==> config.mk <==
export PLATFORM = sky130hd
export DESIGN_NAME = rs1024_checksum_engine
export DESIGN_NICKNAME = d
export VERILOG_FILES = /design/src/rtl/core/rs1024_pkg.sv /design/src/rtl/core/rs1024_front.sv /design/src/rtl/core/rs1024_queue.sv /design/src/rtl/core/rs1024_back.sv /design/src/rtl/core/rs1024_checksum_engine.sv
export VERILOG_INCLUDE_DIRS = /design/src /design/src/rtl/core
export SDC_FILE = /design/constraint.sdc
export NUM_CORES = 1
export LEC_CHECK = 0
export BUFFER_PORTS_ARGS = -buffer_cell sky130_fd_sc_hd__buf_2
export CAP_MARGIN = 10
export CORE_UTILIZATION = 58
export CTS_CLUSTER_SIZE = 30
export DETAILED_ROUTE_END_ITERATION = 6
export HOLD_SLACK_MARGIN = 0.03
export PLACE_DENSITY_LB_ADDON = 0.25
export SYNTH_ARGS = -nofsm -noshare
export SYNTH_HDL_FRONTEND = slang
export SYNTH_SLANG_ARGS = --single-unit
==> constraint.sdc <==
create_clock -name clk_i -period 4.65 [get_ports clk_i]
set_input_delay 0.93 -clock clk_i [delete_from_list [all_inputs] [get_ports clk_i]]
set_output_delay 0.93 -clock clk_i [all_outputs]
set_load 0.1 [all_outputs]
==> src/rtl/core/rs1024_checksum_engine_defines.svh <==
// Assertion macros used by the checksum engine job queue
`ifndef RS1024_CHECKSUM_ENGINE_DEFINES_SVH
`define RS1024_CHECKSUM_ENGINE_DEFINES_SVH

// check a property at every rising clock edge outside reset
`define RS_ASSERT(lbl, prop, msg) \
  lbl: assert property (@(posedge clk_i) disable iff (!rst_ni) prop) else $error(msg);

// check that a condition leads to a consequence in the following cycle
`define RS_ASSERT_NEXT(lbl, ante, cons, msg) \
  lbl: assert property (@(posedge clk_i) disable iff (!rst_ni) (ante) |=> (cons)) \
    else $error(msg);

`endif

==> src/rtl/core/rs1024_pkg.sv <==
// Types, constants and polymod step for the RS1024 checksum engine
package rs1024_pkg;

  localparam int unsigned WORD_W = 10;
  localparam int unsigned RES_W = 30;
  localparam int unsigned GEN_N = 10;
  localparam int unsigned PREFIX_N = 6;
  localparam int unsigned ZERO_STEPS = 3;
  localparam int unsigned CHK_WORDS = 3;
  localparam int unsigned QUEUE_DEPTH = 4;
  localparam int unsigned S_TDATA_W = 16;
  localparam int unsigned M_TDATA_W = 16;

  localparam logic [RES_W-1:0] GEN_TAB [GEN_N] = '{
    30'h00E0E040, 30'h01C1C080, 30'h03838100, 30'h07070200, 30'h0E0E0009,
    30'h1C0C2412, 30'h38086C24, 30'h3090FC48, 30'h21B1F890, 30'h03F3F120
  };

  localparam logic [WORD_W-1:0] PREFIX_CHARS [PREFIX_N] = '{
    10'd115, 10'd104, 10'd97, 10'd109, 10'd105, 10'd114
  };

  typedef enum logic [1:0] {
    ST_IDLE,
    ST_CALC,
    ST_SEND
  } back_state_e;

  typedef struct packed {
    logic              mode;
    logic [RES_W-1:0]  residue;
  } job_t;

  function automatic logic [RES_W-1:0] poly_update(input logic [RES_W-1:0] r,
                                                   input logic [WORD_W-1:0] w);
    logic [WORD_W-1:0] top;
    logic [RES_W-1:0]  n;
    top = r[RES_W-1:RES_W-WORD_W];
    n = {r[RES_W-WORD_W-1:0], w};
    for (int j = 0; j < GEN_N; j++) begin
      if (top[j]) begin
        n = n ^ GEN_TAB[j];
      end
    end
    return n;
  endfunction

  function automatic logic [RES_W-1:0] prefix_residue();
    logic [RES_W-1:0] r;
    r = RES_W'(1);
    for (int i = 0; i < PREFIX_N; i++) begin
      r = poly_update(r, PREFIX_CHARS[i]);
    end
    return r;
  endfunction

  localparam logic [RES_W-1:0] PREFIX_RESIDUE = prefix_residue();

endpackage

==> src/rtl/core/rs1024_front.sv <==
// Front end: accept words, update the residue, queue a job at each last word
module rs1024_front
  import rs1024_pkg::*;
(
  input  logic              clk_i,
  input  logic              rst_ni,
  input  logic              cfg_we_i,
  input  logic              cfg_wdata_i,
  input  logic              s_valid_i,
  input  logic [WORD_W-1:0] s_word_i,
  input  logic              s_last_i,
  output logic              s_ready_o,
  input  logic              q_full_i,
  output logic              q_push_o,
  output job_t              q_job_o
);

  logic             mode_q;
  logic [RES_W-1:0] res_q;
  logic [RES_W-1:0] res_d;
  logic [RES_W-1:0] res_upd;
  logic             accept;

  assign s_ready_o = !q_full_i;
  assign accept    = s_valid_i && s_ready_o;
  assign res_upd   = poly_update(res_q, s_word_i);

  assign q_push_o        = accept && s_last_i;
  assign q_job_o.mode    = mode_q;
  assign q_job_o.residue = res_upd;

  always_comb begin
    res_d = res_q;
    if (accept) begin
      res_d = s_last_i ? PREFIX_RESIDUE : res_upd;
    end
  end

  always_ff @(posedge clk_i or negedge rst_ni) begin
    if (!rst_ni) begin
      mode_q <= 1'b0;
      res_q  <= PREFIX_RESIDUE;
    end else begin
      if (cfg_we_i) begin
        mode_q <= cfg_wdata_i;
      end
      res_q <= res_d;
    end
  end

endmodule

==> src/rtl/core/rs1024_queue.sv <==
// Job queue between front and back end
module rs1024_queue
  import rs1024_pkg::*;
#(
  parameter int unsigned Depth = QUEUE_DEPTH
) (
  input  logic clk_i,
  input  logic rst_ni,
  input  logic push_i,
  input  job_t data_i,
  output logic full_o,
  input  logic pop_i,
  output job_t data_o,
  output logic empty_o
);

  localparam int unsigned PtrW = (Depth > 1) ? $clog2(Depth) : 1;
  localparam int unsigned CntW = $clog2(Depth + 1);

  job_t            mem_q [Depth];
  logic [PtrW-1:0] wr_ptr_q, wr_ptr_d;
  logic [PtrW-1:0] rd_ptr_q, rd_ptr_d;
  logic [CntW-1:0] cnt_q, cnt_d;

  assign full_o  = (cnt_q == CntW'(Depth));
  assign empty_o = (cnt_q == '0);
  assign data_o  = mem_q[rd_ptr_q];

  always_comb begin
    wr_ptr_d = wr_ptr_q;
    rd_ptr_d = rd_ptr_q;
    cnt_d    = cnt_q;
    if (push_i) begin
      wr_ptr_d = (wr_ptr_q == PtrW'(Depth - 1)) ? '0 : wr_ptr_q + PtrW'(1);
    end
    if (pop_i) begin
      rd_ptr_d = (rd_ptr_q == PtrW'(Depth - 1)) ? '0 : rd_ptr_q + PtrW'(1);
    end
    if (push_i && !pop_i) begin
      cnt_d = cnt_q + CntW'(1);
    end else if (pop_i && !push_i) begin
      cnt_d = cnt_q - CntW'(1);
    end
  end

  always_ff @(posedge clk_i) begin
    if (push_i) begin
      mem_q[wr_ptr_q] <= data_i;
    end
  end

  always_ff @(posedge clk_i or negedge rst_ni) begin
    if (!rst_ni) begin
      wr_ptr_q <= '0;
      rd_ptr_q <= '0;
      cnt_q    <= '0;
    end else begin
      wr_ptr_q <= wr_ptr_d;
      rd_ptr_q <= rd_ptr_d;
      cnt_q    <= cnt_d;
    end
  end

`include "rs1024_checksum_engine_defines.svh"

  `RS_ASSERT(a_cnt_bound, (cnt_q <= CntW'(Depth)), "queue count above depth")
  `RS_ASSERT(a_no_overflow, (push_i |-> (!full_o || pop_i)), "push into full queue")
  `RS_ASSERT(a_no_underflow, (pop_i |-> !empty_o), "pop from empty queue")
  `RS_ASSERT_NEXT(a_cnt_up, (push_i && !pop_i), (cnt_q == $past(cnt_q) + CntW'(1)), "count not raised")

endmodule

==> src/rtl/core/rs1024_back.sv <==
// Back end: finish checksum or verify, emit result words
module rs1024_back
  import rs1024_pkg::*;
(
  input  logic              clk_i,
  input  logic              rst_ni,
  input  logic              q_empty_i,
  input  job_t              q_job_i,
  output logic              q_pop_o,
  output logic              m_valid_o,
  input  logic              m_ready_i,
  output logic [WORD_W-1:0] m_word_o,
  output logic              m_ok_o,
  output logic              m_last_o
);

  localparam int unsigned StepW = $clog2(ZERO_STEPS);
  localparam int unsigned IdxW = $clog2(CHK_WORDS);

  back_state_e      state_q, state_d;
  logic             mode_q;
  logic             ok_q;
  logic [RES_W-1:0] res_q;
  logic [RES_W-1:0] res_upd;
  logic [StepW-1:0] step_q;
  logic [IdxW-1:0]  idx_q;
  logic             calc_done;
  logic             out_fire;
  logic [WORD_W-1:0] word_sel;

  assign res_upd   = poly_update(res_q, '0);
  assign calc_done = (step_q == StepW'(ZERO_STEPS - 1));
  assign out_fire  = m_valid_o && m_ready_i;

  always_comb begin
    case (idx_q)
      IdxW'(0): word_sel = res_q[3*WORD_W-1:2*WORD_W];
      IdxW'(1): word_sel = res_q[2*WORD_W-1:WORD_W];
      default:  word_sel = res_q[WORD_W-1:0];
    endcase
  end

  always_comb begin
    state_d = state_q;
    case (state_q)
      ST_IDLE: begin
        if (!q_empty_i) begin
          state_d = q_job_i.mode ? ST_SEND : ST_CALC;
        end
      end
      ST_CALC: begin
        if (calc_done) begin
          state_d = ST_SEND;
        end
      end
      ST_SEND: begin
        if (out_fire && m_last_o) begin
          state_d = ST_IDLE;
        end
      end
      default: state_d = ST_IDLE;
    endcase
  end

  always_comb begin
    q_pop_o   = 1'b0;
    m_valid_o = 1'b0;
    m_word_o  = '0;
    m_ok_o    = 1'b0;
    m_last_o  = 1'b0;
    case (state_q)
      ST_IDLE: q_pop_o = !q_empty_i;
      ST_SEND: begin
        m_valid_o = 1'b1;
        m_word_o  = mode_q ? '0 : word_sel;
        m_ok_o    = mode_q && ok_q;
        m_last_o  = mode_q || (idx_q == IdxW'(CHK_WORDS - 1));
      end
      default: q_pop_o = 1'b0;
    endcase
  end

  always_ff @(posedge clk_i) begin
    if (q_pop_o) begin
      mode_q <= q_job_i.mode;
      ok_q   <= (q_job_i.residue == RES_W'(1));
      res_q  <= q_job_i.residue;
    end else if (state_q == ST_CALC) begin
      res_q <= calc_done ? (res_upd ^ RES_W'(1)) : res_upd;
    end
  end

  always_ff @(posedge clk_i or negedge rst_ni) begin
    if (!rst_ni) begin
      state_q <= ST_IDLE;
      step_q  <= '0;
      idx_q   <= '0;
    end else begin
      state_q <= state_d;
      if (q_pop_o) begin
        step_q <= '0;
        idx_q  <= '0;
      end else begin
        if (state_q == ST_CALC) begin
          step_q <= step_q + StepW'(1);
        end
        if (out_fire) begin
          idx_q <= idx_q + IdxW'(1);
        end
      end
    end
  end

endmodule

==> src/rtl/core/rs1024_checksum_engine.sv <==
// Accepted words update the registered residue. Create mode: 3 polymod steps after the job
// leaves the queue, then 3 words, one per cycle while m_axis_tready is high. The back end
// takes no new job until the current one's last result word is out. One input word per cycle;
// the queue (QueueDepth entries) absorbs back-end time, input stalls only when it is full.
// Reset: residue loads the prefix polymod, mode is create, queue and back end go empty.
module rs1024_checksum_engine
  import rs1024_pkg::*;
#(
  parameter int unsigned QueueDepth = QUEUE_DEPTH
) (
  input  logic                 clk_i,
  input  logic                 rst_ni,
  input  logic                 cfg_we_i,
  input  logic                 cfg_wdata_i,
  input  logic                 s_axis_tvalid,
  output logic                 s_axis_tready,
  input  logic [S_TDATA_W-1:0] s_axis_tdata,   // [9:0] word, rest ignored
  input  logic                 s_axis_tlast,
  output logic                 m_axis_tvalid,
  input  logic                 m_axis_tready,
  output logic [M_TDATA_W-1:0] m_axis_tdata,   // [9:0] checksum_word, rest zero
  output logic                 m_axis_tuser,   // [0] checksum_ok
  output logic                 m_axis_tlast
);

  logic              q_push;
  logic              q_pop;
  logic              q_full;
  logic              q_empty;
  job_t              q_wr_job;
  job_t              q_rd_job;
  logic [WORD_W-1:0] m_word;

  rs1024_front u_front (
    .clk_i       (clk_i),
    .rst_ni      (rst_ni),
    .cfg_we_i    (cfg_we_i),
    .cfg_wdata_i (cfg_wdata_i),
    .s_valid_i   (s_axis_tvalid),
    .s_word_i    (s_axis_tdata[WORD_W-1:0]),
    .s_last_i    (s_axis_tlast),
    .s_ready_o   (s_axis_tready),
    .q_full_i    (q_full),
    .q_push_o    (q_push),
    .q_job_o     (q_wr_job)
  );

  rs1024_queue #(
    .Depth (QueueDepth)
  ) u_queue (
    .clk_i   (clk_i),
    .rst_ni  (rst_ni),
    .push_i  (q_push),
    .data_i  (q_wr_job),
    .full_o  (q_full),
    .pop_i   (q_pop),
    .data_o  (q_rd_job),
    .empty_o (q_empty)
  );

  rs1024_back u_back (
    .clk_i     (clk_i),
    .rst_ni    (rst_ni),
    .q_empty_i (q_empty),
    .q_job_i   (q_rd_job),
    .q_pop_o   (q_pop),
    .m_valid_o (m_axis_tvalid),
    .m_ready_i (m_axis_tready),
    .m_word_o  (m_word),
    .m_ok_o    (m_axis_tuser),
    .m_last_o  (m_axis_tlast)
  );

  assign m_axis_tdata = {{(M_TDATA_W - WORD_W){1'b0}}, m_word};

endmodule

* Word-level counts from Yosys, hierarchy flattened
Memories as Yosys holds them, arrays and structs flattened.
Cells that the tools add are included.
** Word-level totals
- Bits of input ports :: 23
- Memories :: 1
- Register bits after elaboration :: 76
- Bits in writable memories :: 124
- Word-level logic and storage cells :: 116
** Cells by class
- Eq/ne operators :: 12
- $add $sub $neg :: 6
- Bitwise gates (word level) :: 21
- Reductions and logical operators :: 19
- Multiplexer cells :: 46
** Memory list
- u_queue.mem_q :: words 4, width 31, read ports 1, clocked after memory_dff 0, wr ports 1, line rs1024_queue.sv:20 : job_t mem_q [Depth];
** Operators with widths (number)
- 30-bit 2-to-1 mux :: 9
- 26-bit 2-to-1 mux :: 4
- 29-bit 2-to-1 mux :: 2
- 28-bit 2-to-1 mux :: 2
- 7-bit inverter :: 8
- 27-bit 2-to-1 mux :: 2
- 25-bit 2-to-1 mux :: 2
- 24-bit 2-to-1 mux :: 2
- 30-bit by 1-bit == test with 1-bit output (second input constant) :: 1
- 14-bit inverter :: 2
- 13-bit inverter :: 2
- 12-bit inverter :: 2
- 10-bit 2-to-1 mux :: 2
- 2-bit 2-to-1 mux :: 10
- 10-bit inverter :: 2
- 10-bit case mux with 2 select lines :: 1
- 9-bit inverter :: 2
- 8-bit inverter :: 2
- 2-bit == test (second input constant) :: 5
- 2-bit by 1-bit adder with 2-bit output (second input constant) :: 4
- 1-bit logical AND :: 7
- 1-bit 2-to-1 mux :: 7
- 3-bit 2-to-1 mux :: 2
- 2-bit case mux with 3 select lines :: 1
- 13 further kinds :: 21

* Depth between registers and ports, before layout
- Depth after elaboration :: 24
- Depth in mapped cells :: 10

* Modules after synthesis
From an unflattened synthesis, not the netlist that was laid out.
** Second synthesis, totals
- Cells, all modules :: 597
- Area, all modules :: 9326.4 um^2
** Modules (own cells, without submodules)
- rs1024_queue :: seq. area each 3898.7 um^2, area an instance 4931.0 um^2, times used 1, cells each 199
- rs1024_back :: seq. area each 1111.1 um^2, area an instance 2477.4 um^2, times used 1, cells each 249
- rs1024_front :: seq. area each 793.3 um^2, area an instance 1869.3 um^2, times used 1, cells each 142
- rs1024_checksum_engine :: seq. area each 0.0 um^2, area an instance 48.8 um^2, times used 1, cells each 7

* Worst setup path before layout
No wires, ideal clock.
- Kind :: reg2out
- Start point :: register u_back.state_q[1]
- End point :: output m_axis_tdata[0]
- Stages on the path, launching flop included :: 6
- Data arrival time :: 3904 ps
- Path slack :: -184 ps
- Required time :: 3720 ps
- Cell sequence :: dfrtp_1 > clkbuf_1 > nor2b_1 > nand2b_1 > clkbuf_1 > a21oi_1
** Between the ends
- Cells in the longest elaborated chain, start to end :: 2
** Ends and longest elaborated chain
- start: declaration :: line rs1024_back.sv:20 : back_state_e state_q, state_d;
- start signal: assignment :: line rs1024_back.sv:99 : state_q <= state_d;
- 2-bit == test :: line rs1024_back.sv:71 : case (state_q)
- 10-bit 2-to-1 mux :: line rs1024_back.sv:71
- end: declaration :: line rs1024_checksum_engine.sv:21 : output logic [M_TDATA_W-1:0] m_axis_tdata,
Every way passes these cells.

* Worst setup path in the final report
- Start point :: register u_back.idx_q[0]
- End point :: output m_axis_tdata[1]
** Between the ends
- Cells in the longest elaborated chain, start to end :: 4
** Ends and longest elaborated chain
- start: declaration :: line rs1024_back.sv:26 : logic [IdxW-1:0] idx_q;
- start signal: assignment :: line rs1024_back.sv:108 : idx_q <= idx_q + IdxW'(1);
- 2-bit by 1-bit == test with 1-bit output / 2-bit logical NOT (equally long branches) :: line rs1024_back.sv:36 : case (idx_q)
- 10-bit case mux with 2 select lines (*) :: line rs1024_back.sv:36
- 10-bit 2-to-1 mux (*) :: line rs1024_back.sv:75 : m_word_o = mode_q ? '0 : word_sel;
- 10-bit 2-to-1 mux (*) :: line rs1024_back.sv:71
Every way passes the cells marked *; elsewhere a longest branch is shown, timed or not.

==> impl_summary.md <==
Run status
The flow ran to the end, and the final reports show no timing, DRC or antenna violations.

Clock tree
After clock tree synthesis, the clock-pin slew on the worst setup and hold paths is 0.07 ns. CTS saw 200 sinks. The clock root buffer master is sky130_fd_sc_hd__clkbuf_16. The later-pin clock latency in the skew report is 0.43 ns. The H-tree was split into 4 levels. The clock tree buffer depth is 2.

In this run, post-CTS hold repair placed 0 buffers. TritonCTS built the clock tree. In this run, CTS created clock tree buffers numbering 17. Once the clock tree was built, the setup fixing pass inserted 0 buffers. The post-cts repair resize count is 0.

Timing
The number of hold violations in the final report is 0. The worst path uses 74.4% of the clock period. The worst-case headroom to the max-slew limit is 31.2%. Timing would allow up to 289 MHz. Setup repair after global routing left no endpoint under its margin. The number of slew-limit violations in the final report came to 0.

The final period demand of the worst path is 3.46 ns. Setup violations remaining at the end of the flow were counted as 0. For the pin with the worst max-slew slack, the measured transition is 1.03 ns.

The worst clock skew is 0.00921 ns. The summed negative setup slack over all endpoints is 0 ns.

Finish
The fraction of layout cells with a size suffix above 1 is 19.5%. The total number of nets in the final design is 648. The commonest non-fill, non-tap cell in the layout is sky130_fd_sc_hd__edfxtp_1. The number of diodes is 0. The number of inserted filler cells in the final layout is 1074. In the layout the commonest cells are sky130_fd_sc_hd__edfxtp_1 (156), sky130_fd_sc_hd__xnor2_1 (69), sky130_fd_sc_hd__nand2_1 (54).

The area growth from synthesis to layout is 9.57%.

Logic synthesis
The distinct cell type count after synthesis is 46. The synthesized design contains 200 register bits. The cell count after synthesis is 597. The share of synthesized area spent on multiplexers is 8.23%.

The complex-gate fraction of the synthesized area is 6.33%. Sequential elements use 64.2% of the synthesized area. After Yosys synthesis, XOR and XNOR cells account for 11.5% of the synthesized area. By area, the combinational part of the netlist is dominated by XOR/XNOR gates.

The simple-gate area share of the yosys netlist is 5.00%. For this run, asynchronously set or reset flops after synthesis account for 22.0%. The most frequently used flop master after synthesis is sky130_fd_sc_hd__edfxtp_1.

The Yosys step of the flow raised 0 warnings. Counting flops with a built-in enable in the synthesized netlist gives 156. After Yosys synthesis, full adders, half adders and majority gates account for 1.61% of the synthesized area. The mapped netlist covers 9030 µm².

The average instance in the mapped netlist occupies 15.1 µm².

Floorplanning
The area of the die is 16100 µm². The die outline height is 127 µm. The count of boundary I/O pins is 43.

The placement row count is 45. In this run the horizontal extent of the chip is 127 µm. The core region area is 15200 µm². The initial standard-cell utilization of the core is 59.4%.

Critical path
The data required time at the worst endpoint is 3.72 ns. The data arrival time of the worst path is 2.53 ns. Along the worst path, the maximum fanout reaches 11. STA classifies the critical path endpoint as a primary output. The most critical setup path has its startpoint at u_back.idx_q[0]. The startpoint identified for the worst register-to-register timing path is u_queue.cnt_q[0]. The category of the most critical setup path is flop to primary output. STA classifies the critical path startpoint as a flop.

Drt
The DRC marker count from the first detailed-route iteration is 375. After detailed routing, the number of vias per cell comes to 5.91. For this run, the detailed router's first-pass iteration total came to 5. The final antenna-violating net count is 0. Detailed routing inserted a total of 4812 vias.

After detailed routing, the total wire length is 17300 µm. For this run, design rule violations remaining after detail routing come to 0. Dividing the detail-routed wire length by the instance count gives 21.3 µm.

Placement
The final weighted congestion of routability-driven global placement is 0.842. The count of buffers inserted at the top-level ports is 30. Once detailed placement completed, the half-perimeter wirelength came to 11600 µm.

Worst hold path
The path class of the lowest-slack min-delay path is flop to flop. The worst min-delay path startpoint is u_front.res_q[1].

Global routing
The remaining global-route overflow is 0. The number of antenna violations at the first check in global routing is 0. The via count of the first global-routing pass is 4927. The wire length of the first global-routing pass is 27400 µm.

The total routing usage reported by global routing is 23.3%. The largest net degree at the start of global routing is 48.

Job
The number of max-cap violations is 0.
==> metrics by stage <==
stage / hold WS [ns] / util [%] / std cells / setup WS (ns) / area [µm²]
2_1_floorplan: 0.442 / - / 602 / 0.409 / 9060
6_report: 0.465 / 65.1 / 814 / 1.19 / 9900
3_3_place_gp: 0.449 / 61.0 / 783 / 1.72 / 9270
5_1_grt: 0.489 / 65.1 / 814 / 1.03 / 9900
4_1_cts: 0.466 / 65.1 / 814 / 1.15 / 9900
3_5_place_dp: 0.453 / 61.0 / 783 / 1.63 / 9270
==> worst max-delay path, cell delays in order, from the launching register on <==
cell	delay (ns)
sky130_fd_sc_hd__dfrtp_1	0.36
sky130_fd_sc_hd__inv_1	0.09
sky130_fd_sc_hd__ha_1	0.35
sky130_fd_sc_hd__nor2_1	0.57
sky130_fd_sc_hd__nand2_1	0.13
sky130_fd_sc_hd__a21oi_1	0.17
sky130_fd_sc_hd__buf_2	0.45
==> routing by layer <==
layer	vias to the layer above	global-route usage (%)	part of all wire, %
li1	2220	-	-
met1	2451	32.0	46
met4	0	7.35	1.4
met2	122	37.9	49
met3	19	4.81	4.1
met5	-	0	0
==> kinds of logic (layout without fill, tap and decap cells) <==
group / Yosys count / in the layout
simple gates: 99 / 99
xor+xnor: 108 / 108
fa+ha+maj: 11 / 11
other cells: 1 / 6
buf+inv: 55 / 79
flops: 200 / 200
mux: 35 / 35
compound gates: 88 / 88
==> worst paths after layout <==
check / end / depth (start not counted) / slack, ns
min in group asynchronous: u_back.idx_q[0] / 1 / 0.68
setup reg to reg: u_queue.cnt_q[2] / 10 / 1.81
hold / removal: u_front.res_q[1] / 2 / 0.47
setup / recovery: m_axis_tdata[1] / 6 / 1.19
max in group asynchronous: u_queue.rd_ptr_q[1] / 1 / 3.28
hold reg to reg: u_front.res_q[1] / 2 / 0.47
==> synth_stat cells (2+ instances only) <==
master | n | area [µm²]
sky130_fd_sc_hd__ha_1 | 10 | 125
sky130_fd_sc_hd__nor4_1 | 7 | 43.8
sky130_fd_sc_hd__a31o_1 | 2 | 17.5
sky130_fd_sc_hd__and3_1 | 5 | 31.3
sky130_fd_sc_hd__o22a_1 | 11 | 96.3
sky130_fd_sc_hd__nor2_1 | 17 | 63.8
sky130_fd_sc_hd__mux2_2 | 2 | 22.5
sky130_fd_sc_hd__mux4_2 | 31 | 698
sky130_fd_sc_hd__nand2_1 | 54 | 203
sky130_fd_sc_hd__xnor3_1 | 4 | 90.1
sky130_fd_sc_hd__nor3_1 | 3 | 15.0
sky130_fd_sc_hd__a22o_1 | 13 | 114
sky130_fd_sc_hd__mux2_1 | 2 | 22.5
sky130_fd_sc_hd__buf_6 | 2 | 22.5
sky130_fd_sc_hd__xnor2_1 | 69 | 604
sky130_fd_sc_hd__nand2b_1 | 2 | 12.5
sky130_fd_sc_hd__dfrtp_1 | 30 | 751
sky130_fd_sc_hd__inv_1 | 9 | 33.8
sky130_fd_sc_hd__buf_4 | 8 | 60.1
sky130_fd_sc_hd__a22oi_1 | 10 | 75.1
sky130_fd_sc_hd__buf_2 | 11 | 55.1
sky130_fd_sc_hd__edfxtp_1 | 156 | 4680
sky130_fd_sc_hd__xor2_1 | 33 | 289
sky130_fd_sc_hd__clkbuf_1 | 21 | 78.8
sky130_fd_sc_hd__buf_1 | 2 | 7.51
sky130_fd_sc_hd__dfstp_2 | 14 | 368
sky130_fd_sc_hd__nand4_1 | 2 | 12.5
sky130_fd_sc_hd__nor2b_1 | 2 | 12.5
sky130_fd_sc_hd__a21oi_1 | 20 | 100
sky130_fd_sc_hd__o21ai_1 | 20 | 100
sky130_fd_sc_hd__and2_1 | 3 | 18.8
sky130_fd_sc_hd__o21ai_0 | 8 | 40.0
==> cell type report <==
cell class              count  area (µm²)  area share [%]
well taps                 188         235            2.38
repair buffers             38         210            2.12
inverters                  10        37.5           0.379
multi-input cells         347        2980            30.1
flip-flops and latches    200        5810            58.6
clock buffers              17         425            4.30
clock inverters            14         205            2.07
==> registers in the layout, indices dropped and copies added (netlist names) <==
register and cells:
u_queue.mem_q 124, u_back.res_q 30, u_front.res_q 30, u_queue.cnt_q 3, u_back.idx_q 2, u_back.state_q 2, u_back.step_q 2, u_queue.rd_ptr_q 2
u_queue.wr_ptr_q 2, u_back.mode_q 1, u_back.ok_q 1, u_front.mode_q 1
Power is not shown: default switching activity piles up to over one toggle a cycle in this logic, so the estimate is an artifact.
